[src/rtl/khr_pkg.sv]
`default_nettype none

package khr_pkg;

    localparam int FUNC_W   = 2;
    localparam int KEY_W    = 32;
    localparam int HANDLE_W = 32;
    localparam int STATUS_W = 3;
    localparam int COUNT_W  = 5;
    localparam int LIMIT_W  = 5;
    localparam int PADDR_W  = 3;
    localparam int PDATA_W  = 32;

    typedef logic [FUNC_W-1:0]   func_t;
    typedef logic [KEY_W-1:0]    key_t;
    typedef logic [HANDLE_W-1:0] handle_t;
    typedef logic [STATUS_W-1:0] status_t;
    typedef logic [COUNT_W-1:0]  count_t;
    typedef logic [LIMIT_W-1:0]  limit_t;

    // Operation codes.
    localparam func_t F_FIND   = 2'd0;
    localparam func_t F_BIND   = 2'd1;
    localparam func_t F_UNBIND = 2'd2;
    localparam func_t F_RSVD   = 2'd3;

    // Status codes.
    localparam status_t ST_OK        = 3'd0;
    localparam status_t ST_NOT_FOUND = 3'd1;
    localparam status_t ST_PRESENT   = 3'd2;
    localparam status_t ST_FULL      = 3'd3;
    localparam status_t ST_INVALID   = 3'd4;

    // Register word indexes.
    localparam logic REG_CAPACITY_LIMIT = 1'b0;

    localparam limit_t CAPACITY_RESET = 5'd16;

    // One table entry.
    typedef struct packed {
        key_t    key;
        handle_t handle;
    } entry_t;

endpackage

`default_nettype wire

[src/rtl/khr_if.sv]
`default_nettype none

interface khr_req_if import khr_pkg::*; ();
    logic    valid;
    logic    ready;
    func_t   func;
    key_t    lookup_key;
    handle_t handle_in;

    modport source (output valid, output func, output lookup_key, output handle_in,
                    input ready);
    modport sink (input valid, input func, input lookup_key, input handle_in,
                  output ready);
endinterface

interface khr_rsp_if import khr_pkg::*; ();
    logic    valid;
    logic    ready;
    status_t status;
    handle_t handle_out;
    count_t  entry_count;

    modport source (output valid, output status, output handle_out, output entry_count,
                    input ready);
    modport sink (input valid, input status, input handle_out, input entry_count,
                  output ready);
endinterface

`default_nettype wire

[src/rtl/keyed_handle_registry_core.sv]
// Sequence: an item reads and compares each entry in turn; an unbind that hits then shifts each
// later entry down one place with a read and a write, and a finish step returns the word.
// Throughput: one item at a time; the single-port entry table and the scan/shift sequencer set
// the rate. A finished word waits in the output register while the next item is taken.
// Reset: rst_n clears the entry count, the sequencer and the output valid, and sets the
// capacity limit to 16. The table contents are not cleared; only entries below the count are read.
`default_nettype none

module keyed_handle_registry_core import khr_pkg::*;
#(
    parameter int DEPTH = 16
)
(
    input  wire logic               clk,
    input  wire logic               rst_n,
    input  wire logic               psel,
    input  wire logic               penable,
    input  wire logic               pwrite,
    input  wire logic [PADDR_W-1:0] paddr,
    input  wire logic [PDATA_W-1:0] pwdata,
    output logic      [PDATA_W-1:0] prdata,
    output logic                    pready,
    khr_req_if.sink                 req,
    khr_rsp_if.source               rsp
);

    localparam int CNT_W = $clog2(DEPTH + 1);
    localparam int IDX_W = (DEPTH > 1) ? $clog2(DEPTH) : 1;

    limit_t           capacity_limit;
    logic             mem_we;
    logic [IDX_W-1:0] mem_waddr;
    logic [IDX_W-1:0] mem_raddr;
    entry_t           mem_wdata;
    entry_t           mem_rdata;

    khr_apb u_apb (
        .clk            (clk),
        .rst_n          (rst_n),
        .psel           (psel),
        .penable        (penable),
        .pwrite         (pwrite),
        .paddr          (paddr),
        .pwdata         (pwdata),
        .prdata         (prdata),
        .pready         (pready),
        .capacity_limit (capacity_limit)
    );

    khr_table #(
        .DEPTH (DEPTH),
        .IDX_W (IDX_W)
    ) u_table (
        .clk   (clk),
        .we    (mem_we),
        .waddr (mem_waddr),
        .wdata (mem_wdata),
        .raddr (mem_raddr),
        .rdata (mem_rdata)
    );

    khr_ctrl #(
        .DEPTH (DEPTH),
        .CNT_W (CNT_W),
        .IDX_W (IDX_W)
    ) u_ctrl (
        .clk            (clk),
        .rst_n          (rst_n),
        .capacity_limit (capacity_limit),
        .req            (req),
        .rsp            (rsp),
        .mem_we         (mem_we),
        .mem_waddr      (mem_waddr),
        .mem_wdata      (mem_wdata),
        .mem_raddr      (mem_raddr),
        .mem_rdata      (mem_rdata)
    );

endmodule

`default_nettype wire

[src/rtl/khr_apb.sv]
`default_nettype none

module khr_apb import khr_pkg::*;
(
    input  wire logic               clk,
    input  wire logic               rst_n,
    input  wire logic               psel,
    input  wire logic               penable,
    input  wire logic               pwrite,
    input  wire logic [PADDR_W-1:0] paddr,
    input  wire logic [PDATA_W-1:0] pwdata,
    output logic      [PDATA_W-1:0] prdata,
    output logic                    pready,
    output limit_t                  capacity_limit
);

    limit_t cap_reg;
    logic   wr_en;

    // Address bit 2 selects the word; the low bits are byte offsets.
    assign wr_en  = psel && penable && pwrite && (paddr[2] == REG_CAPACITY_LIMIT);
    assign pready = 1'b1;

    always_ff @(posedge clk or negedge rst_n)
    begin
        if (!rst_n)
        begin
            cap_reg <= CAPACITY_RESET;
        end
        else if (wr_en)
        begin
            cap_reg <= pwdata[LIMIT_W-1:0];
        end
    end

    always_comb
    begin
        prdata = '0;
        if (paddr[2] == REG_CAPACITY_LIMIT)
        begin
            prdata = {{(PDATA_W-LIMIT_W){1'b0}}, cap_reg};
        end
    end

    assign capacity_limit = cap_reg;

endmodule

`default_nettype wire

[src/rtl/khr_table.sv]
`default_nettype none

module khr_table import khr_pkg::*;
#(
    parameter int DEPTH = 16,
    parameter int IDX_W = 4
)
(
    input  wire logic             clk,
    input  wire logic             we,
    input  wire logic [IDX_W-1:0] waddr,
    input  wire entry_t           wdata,
    input  wire logic [IDX_W-1:0] raddr,
    output entry_t                rdata
);

    entry_t mem [DEPTH];
    entry_t rdata_reg;

    always_ff @(posedge clk)
    begin
        if (we)
        begin
            mem[waddr] <= wdata;
        end
    end

    always_ff @(posedge clk)
    begin
        rdata_reg <= mem[raddr];
    end

    assign rdata = rdata_reg;

endmodule

`default_nettype wire

[src/rtl/khr_ctrl.sv]
`default_nettype none

module khr_ctrl import khr_pkg::*;
#(
    parameter int DEPTH = 16,
    parameter int CNT_W = 5,
    parameter int IDX_W = 4
)
(
    input  wire logic             clk,
    input  wire logic             rst_n,
    input  wire limit_t           capacity_limit,
    khr_req_if.sink               req,
    khr_rsp_if.source             rsp,
    output logic                  mem_we,
    output logic      [IDX_W-1:0] mem_waddr,
    output entry_t                mem_wdata,
    output logic      [IDX_W-1:0] mem_raddr,
    input  wire entry_t           mem_rdata
);

    localparam int CMP_W = (CNT_W > LIMIT_W) ? CNT_W : LIMIT_W;

    localparam logic [2:0] S_IDLE = 3'd0;
    localparam logic [2:0] S_RD   = 3'd1;
    localparam logic [2:0] S_CMP  = 3'd2;
    localparam logic [2:0] S_SHRD = 3'd3;
    localparam logic [2:0] S_SHWR = 3'd4;
    localparam logic [2:0] S_MISS = 3'd5;
    localparam logic [2:0] S_FIN  = 3'd6;

    logic [2:0]       state_reg, state_next;
    logic [CNT_W-1:0] count_reg, count_next;
    logic [CNT_W-1:0] idx_reg, idx_next;
    func_t            func_reg, func_next;
    key_t             key_reg, key_next;
    handle_t          hdl_reg, hdl_next;
    status_t          status_reg, status_next;
    handle_t          hout_reg, hout_next;

    logic             rsp_valid_reg, rsp_valid_next;
    status_t          rsp_status_reg, rsp_status_next;
    handle_t          rsp_handle_reg, rsp_handle_next;
    count_t           rsp_count_reg, rsp_count_next;

    logic [CNT_W-1:0] nxt_idx;
    logic [CNT_W-1:0] nxt2_idx;
    logic [CMP_W-1:0] cap_ext, depth_ext, limit_eff, count_ext;
    logic             full;
    logic             bad_args;

    assign nxt_idx  = idx_reg + CNT_W'(1);
    assign nxt2_idx = idx_reg + CNT_W'(2);

    assign cap_ext   = CMP_W'(capacity_limit);
    assign depth_ext = CMP_W'(DEPTH);
    assign limit_eff = (cap_ext < depth_ext) ? cap_ext : depth_ext;
    assign count_ext = CMP_W'(count_reg);
    assign full      = (count_ext >= limit_eff);

    assign bad_args = (req.lookup_key == '0) || (req.func == F_RSVD)
                   || ((req.func == F_BIND) && (req.handle_in == '0));

    assign req.ready = (state_reg == S_IDLE);

    // Memory port: the scan reads at idx, the shift reads one above and writes at idx.
    assign mem_raddr = (state_reg == S_SHRD) ? nxt_idx[IDX_W-1:0] : idx_reg[IDX_W-1:0];
    assign mem_we    = (state_reg == S_SHWR)
                    || ((state_reg == S_MISS) && (func_reg == F_BIND) && !full);
    assign mem_waddr = (state_reg == S_SHWR) ? idx_reg[IDX_W-1:0] : count_reg[IDX_W-1:0];
    assign mem_wdata = (state_reg == S_SHWR) ? mem_rdata : entry_t'{key_reg, hdl_reg};

    always_comb
    begin
        state_next      = state_reg;
        count_next      = count_reg;
        idx_next        = idx_reg;
        func_next       = func_reg;
        key_next        = key_reg;
        hdl_next        = hdl_reg;
        status_next     = status_reg;
        hout_next       = hout_reg;
        rsp_valid_next  = rsp_valid_reg && !rsp.ready;
        rsp_status_next = rsp_status_reg;
        rsp_handle_next = rsp_handle_reg;
        rsp_count_next  = rsp_count_reg;

        unique case (state_reg)
            S_IDLE:
            begin
                if (req.valid)
                begin
                    func_next = req.func;
                    key_next  = req.lookup_key;
                    hdl_next  = req.handle_in;
                    idx_next  = '0;
                    hout_next = '0;
                    if (bad_args)
                    begin
                        status_next = ST_INVALID;
                        state_next  = S_FIN;
                    end
                    else if (count_reg == '0)
                    begin
                        state_next = S_MISS;
                    end
                    else
                    begin
                        state_next = S_RD;
                    end
                end
            end
            S_RD:
            begin
                state_next = S_CMP;
            end
            S_CMP:
            begin
                if (mem_rdata.key == key_reg)
                begin
                    case (func_reg)
                        F_FIND:
                        begin
                            status_next = ST_OK;
                            hout_next   = mem_rdata.handle;
                            state_next  = S_FIN;
                        end
                        F_BIND:
                        begin
                            status_next = ST_PRESENT;
                            state_next  = S_FIN;
                        end
                        default:
                        begin
                            if (nxt_idx < count_reg)
                            begin
                                state_next = S_SHRD;
                            end
                            else
                            begin
                                count_next  = count_reg - CNT_W'(1);
                                status_next = ST_OK;
                                state_next  = S_FIN;
                            end
                        end
                    endcase
                end
                else if (nxt_idx == count_reg)
                begin
                    state_next = S_MISS;
                end
                else
                begin
                    idx_next   = nxt_idx;
                    state_next = S_RD;
                end
            end
            S_SHRD:
            begin
                state_next = S_SHWR;
            end
            S_SHWR:
            begin
                idx_next = nxt_idx;
                if (nxt2_idx < count_reg)
                begin
                    state_next = S_SHRD;
                end
                else
                begin
                    count_next  = count_reg - CNT_W'(1);
                    status_next = ST_OK;
                    state_next  = S_FIN;
                end
            end
            S_MISS:
            begin
                if (func_reg == F_BIND)
                begin
                    if (full)
                    begin
                        status_next = ST_FULL;
                    end
                    else
                    begin
                        count_next  = count_reg + CNT_W'(1);
                        status_next = ST_OK;
                    end
                end
                else
                begin
                    status_next = ST_NOT_FOUND;
                end
                state_next = S_FIN;
            end
            S_FIN:
            begin
                // Wait here until the output register is free.
                if (!rsp_valid_reg || rsp.ready)
                begin
                    rsp_valid_next  = 1'b1;
                    rsp_status_next = status_reg;
                    rsp_handle_next = hout_reg;
                    rsp_count_next  = count_ext[COUNT_W-1:0];
                    state_next      = S_IDLE;
                end
            end
            default:
            begin
                state_next = S_IDLE;
            end
        endcase
    end

    always_ff @(posedge clk or negedge rst_n)
    begin
        if (!rst_n)
        begin
            state_reg     <= S_IDLE;
            count_reg     <= '0;
            rsp_valid_reg <= 1'b0;
        end
        else
        begin
            state_reg     <= state_next;
            count_reg     <= count_next;
            rsp_valid_reg <= rsp_valid_next;
        end
    end

    always_ff @(posedge clk)
    begin
        idx_reg        <= idx_next;
        func_reg       <= func_next;
        key_reg        <= key_next;
        hdl_reg        <= hdl_next;
        status_reg     <= status_next;
        hout_reg       <= hout_next;
        rsp_status_reg <= rsp_status_next;
        rsp_handle_reg <= rsp_handle_next;
        rsp_count_reg  <= rsp_count_next;
    end

    assign rsp.valid       = rsp_valid_reg;
    assign rsp.status      = rsp_status_reg;
    assign rsp.handle_out  = rsp_handle_reg;
    assign rsp.entry_count = rsp_count_reg;

    a_count_bounded: assert property (@(posedge clk) disable iff (!rst_n)
        count_ext <= depth_ext)
        else $error("entry count exceeds table depth");

    a_count_change: assert property (@(posedge clk) disable iff (!rst_n)
        (state_reg != S_CMP && state_reg != S_SHWR && state_reg != S_MISS)
            |=> (count_reg == $past(count_reg)))
        else $error("entry count changed outside an update step");

    a_scan_in_range: assert property (@(posedge clk) disable iff (!rst_n)
        (state_reg == S_RD || state_reg == S_CMP || state_reg == S_SHRD
            || state_reg == S_SHWR) |-> (idx_reg < count_reg))
        else $error("scan index beyond valid entries");

    a_rsp_from_fin: assert property (@(posedge clk) disable iff (!rst_n)
        $rose(rsp_valid_reg) |-> ($past(state_reg) == S_FIN))
        else $error("response word raised outside the finish step");

endmodule

`default_nettype wire
[src/flat_wrapper.sv]
// flat-port wrapper written by rule: the top's interface ports become plain ports
module keyed_handle_registry_core_flat import khr_pkg::*;
#(
    parameter int DEPTH = 16
)
  (clk, rst_n, psel, penable, pwrite, paddr, pwdata, prdata, pready, req_valid, req_func, req_lookup_key, req_handle_in, req_ready, rsp_valid, rsp_status, rsp_handle_out, rsp_entry_count, rsp_ready);
  khr_req_if req_i ();
  khr_rsp_if rsp_i ();
  input  wire logic clk;
  input  wire logic rst_n;
  input  wire logic psel;
  input  wire logic penable;
  input  wire logic pwrite;
  input  wire logic [PADDR_W-1:0] paddr;
  input  wire logic [PDATA_W-1:0] pwdata;
  output logic      [PDATA_W-1:0] prdata;
  output logic pready;
  input wire logic [$bits(req_i.valid)-1:0] req_valid;
  input wire logic [$bits(req_i.func)-1:0] req_func;
  input wire logic [$bits(req_i.lookup_key)-1:0] req_lookup_key;
  input wire logic [$bits(req_i.handle_in)-1:0] req_handle_in;
  output wire logic [$bits(req_i.ready)-1:0] req_ready;
  output wire logic [$bits(rsp_i.valid)-1:0] rsp_valid;
  output wire logic [$bits(rsp_i.status)-1:0] rsp_status;
  output wire logic [$bits(rsp_i.handle_out)-1:0] rsp_handle_out;
  output wire logic [$bits(rsp_i.entry_count)-1:0] rsp_entry_count;
  input wire logic [$bits(rsp_i.ready)-1:0] rsp_ready;
  assign req_i.valid = req_valid;
  assign req_i.func = req_func;
  assign req_i.lookup_key = req_lookup_key;
  assign req_i.handle_in = req_handle_in;
  assign req_ready = req_i.ready;
  assign rsp_valid = rsp_i.valid;
  assign rsp_status = rsp_i.status;
  assign rsp_handle_out = rsp_i.handle_out;
  assign rsp_entry_count = rsp_i.entry_count;
  assign rsp_i.ready = rsp_ready;
  keyed_handle_registry_core #(.DEPTH(DEPTH)) u_core (.clk(clk), .rst_n(rst_n), .psel(psel), .penable(penable), .pwrite(pwrite), .paddr(paddr), .pwdata(pwdata), .prdata(prdata), .pready(pready), .req(req_i), .rsp(rsp_i));
endmodule
[config.mk]
export PLATFORM = sky130hd
export DESIGN_NAME = keyed_handle_registry_core_flat
export DESIGN_NICKNAME = d
export VERILOG_FILES = /design/src/rtl/khr_pkg.sv /design/src/rtl/khr_if.sv /design/src/rtl/keyed_handle_registry_core.sv /design/src/rtl/khr_apb.sv /design/src/rtl/khr_table.sv /design/src/rtl/khr_ctrl.sv /design/src/flat_wrapper.sv
export SDC_FILE = /design/constraint.sdc
export NUM_CORES = 2
export LEC_CHECK = 0
export CORE_UTILIZATION = 34
export DETAILED_ROUTE_END_ITERATION = 10
export DONT_BUFFER_PORTS = 1
export HOLD_SLACK_MARGIN = 0.1
export SYNTH_ARGS = -nofsm -noshare
export SYNTH_HDL_FRONTEND = slang
export SYNTH_SLANG_ARGS = --single-unit
[constraint.sdc]
create_clock -name clk -period 13.92 [get_ports clk]
set_input_delay 0.696 -clock clk [delete_from_list [all_inputs] [get_ports clk]]
set_output_delay 0.696 -clock clk [all_outputs]
set_load 0.1 [all_outputs]
==> qor.yml <==
floorplan:
  fp-row-count: 137
  core-area_um2: 139400
  dieArea_um2: 141900
  initial_utilization: 0.3425
  die_w_um: 376.7
  io_pins: 183
  die_h_um: 376.7
grt:
  grtUsageTotal: 0.1689
  grt_overflow: 0
  grt_pass1_vias: 25410
  grt_max_degree: 147
  grt_pass1_wl_um: 176000
  antenna_found_initial: 4
place:
  port_buffers: 0
  place_hpwl_um: 60950
  placed_cells: 4771
  place.gp.congestion: 0.7763
  dpl_cell_area_um2: 49920
  pre_cts_ws_ns: 9.036
clock_network:
  htree_levels: 3
  postCtsHoldBufs: 67
  clockBufferDepth: 3
  cts.clk_slew.worst_paths_ns: 0.06
  cts_tree: "built"
  cts_root_buffer: "clkbuf_16"
  cts_made_buffers: 120
  cts_sinks: 1248
  cts-resized-gates: 0
  clk_latency_ns: 0.71
  cts_setup_buffers: 0
final_layout:
  final_cells: 5068
  final_cell_area_um2: 54490
  largest_reg_flops: 1024
  layout-drive-gt1-share: 0.1276
  area_growth_pct: 14.17
  nets: 3213
  finalCoreUtilization: 0.3910
yosys:
  ys_types: 59
  synth_edf_count: 1170
  yosys-top-cells-area: "edfxtp_1 74%, mux4_2 6.0%, nand2_1 5.6%"
  synth_ff_type: "edfxtp_1"
  synth_most_common_cell: "edfxtp_1"
  yosysTopAreaCellShare: 0.7361
  synth_top_cell_by_area: "edfxtp_1"
  netlist_area_um2: 47730
  synth-seq-area-share: 0.7703
  synth_cells: 3004
  synth-seq-cells: 1248
  yosys_warnings: 0
  async_reset_ff_frac: 0.01122
  avgSynthCellArea_um2: 15.89
  synth.cells.most_frequent: "1170 x edfxtp_1, 713 x nand2_1, 259 x nand3_1"
routing:
  first_pass_iters: 5
  wire_per_inst_um: 23.92
  drt_wl_total_um: 121200
  vias: 25920
  routed_via_density: 5.113
  drt_iter0_drc: 2848
  ant_nets: 0
  drc: 0
setup_path:
  path_cells: "inv_1 > ha_1 > nor2b_1 > o21ai_0 > a21o_1 > a2111oi_2 > a31oi_1 > nor2_4 > buf_4"
  worstSetupPathType: "flop to flop"
  r2r-end: "u_core.u_table.mem[14][29]$_DFFE_PP_"
  r2r_slack_ns: 9.02
  worstRegToRegCells: 9
  cp.arrival_ns: 5.22
  critPathCaptureType: "flop"
  worst_path_largest_cell_delay_ns: 1.02
  reg2reg_from: "u_core.u_ctrl.count_ext[0]$_DFFE_PN0P_"
  cp-start-kind: "flop"
  required_ns: 14.24
  cpMaxStageDelayCell: "nor2_4"
  worstPathMaxFanout: 39
sta:
  whs_ns: 0.1514
  hold_violations: 0
  setup_viol: 0
  period_needed_ns: 4.901
  fin_ws_ns: 9.019
  maxSlewHeadroom: 0.1642
  worstMarginPinSlew_ns: 1.243
  period_share: 0.3521
  fin_skew_ns: 0.02635
  report.final.slew_viol_count: 0
  setup_tns_ns: 0
  max_freq_ghz: 0.2041
  rsz0062_at_grt: "no"
power:
  leakage_nw: 17.86
  total_power_mw: 12.05
  p_per_area_nw_per_um2: 221.0
  ir_worst_vdd_v: 0.0002428
hold_path:
  hold_path.class: "input port to flop"
  whs_endpoint: "u_core.u_apb.capacity_limit[3]$_DFFE_PN0P_"
  min_path_cells: 1
  holdCritStartpoint: "pwdata[3]"
outcome:
  status: "completed"
job:
  maxCapViolCount: 0
-- cell type report --
class	count	area, µm²
Fill cell	12720	84870
Multi-Input combinational cell	1593	10410
Antenna cell	2	5.005
Tap cell	1876	2347
Clock buffer	169	3349
Inverter	9	33.78
Clock inverter	59	545.5
Timing Repair Buffer	112	1033
Sequential cell	1248	36770
-- metal layers --
layer	track usage	routed length, µm	vias up
met3	0.03396	9618	144
met2	0.2680	56870	980
met4	0.03237	1908	0
met5	0	0	-
met1	0.2409	52810	13280
li1	-	-	11510
-- worst max-delay path, delay by kind of cell, from the launching register on --
family          cells  cell delay (ns)
buf+inv             2             0.99
compound gates      4             1.45
flops               1             0.58
fa+ha+maj           1             0.32
simple gates        2             1.11
-- cell usage in the layout (no fill, tap or decap), types with 5 or more instances in the layout --
cell and n:
nor2_4 23, nor3_1 9, bufinv_16 9, a22oi_1 64
o21ai_1 64, dlygate4sd3_1 67, buf_4 43, o21ai_0 13
xor2_1 5, dfxtp_1 64, a31oi_1 7, a21oi_1 10
clkbuf_8 12, ha_1 20, nor4_1 13, mux4_2 128
clkinv_1 14, and3_1 34, edfxtp_1 1170, nand4_1 76
nor2b_1 8, nand2_1 713, inv_1 8, dfrtp_1 13
xnor2_1 39, clkbuf_1 35, mux2_2 6, nand3_1 259
conb_1 28, a21o_1 5, clkbuf_16 122, nor2_1 14
clkinv_2 26
-- power breakdown --
part / switching (mW) / internal, mW
logic: 2.49 / 1.18
clock network: 1.38 / 1.84
registers: 0.302 / 4.86
-- logic make-up (layout without fill, tap and decap cells) --
group / after synthesis / after routing / synth area share
AO/OA/AOI/OAI: 177 / 177 / 0.02357
multiplexers: 139 / 139 / 0.06289
XOR/XNOR: 48 / 48 / 0.008965
AND/OR/NAND/NOR: 1180 / 1180 / 0.1092
flip-flops: 1248 / 1248 / 0.7703
other: 2 / 30 / 0.0001573
buffers and inverters: 189 / 349 / 0.01929
adder cells (fa/ha/maj): 21 / 21 / 0.005662
-- worst max-delay path by stage --
stage          cells past startpoint                                   end                                  startpoint  slack (ns)
2_1_floorplan                      9   u_core.u_table.mem[10][0]$_DFFE_PP_  u_core.u_apb.capacity_limit[4]$_DFFE_PN1P_        8.73
3_3_place_gp                       9  u_core.u_table.mem[14][61]$_DFFE_PP_      u_core.u_ctrl.count_ext[0]$_DFFE_PN0P_        9.10
3_5_place_dp                       9  u_core.u_table.mem[14][60]$_DFFE_PP_      u_core.u_ctrl.count_ext[0]$_DFFE_PN0P_        9.04
4_1_cts                            9  u_core.u_table.mem[14][29]$_DFFE_PP_      u_core.u_ctrl.count_ext[0]$_DFFE_PN0P_        9.04
5_1_grt                            9  u_core.u_table.mem[14][57]$_DFFE_PP_      u_core.u_ctrl.count_ext[0]$_DFFE_PN0P_        8.82
6_report                           9  u_core.u_table.mem[14][29]$_DFFE_PP_      u_core.u_ctrl.count_ext[0]$_DFFE_PN0P_        9.02
Power figures use the tool's default switching activity.
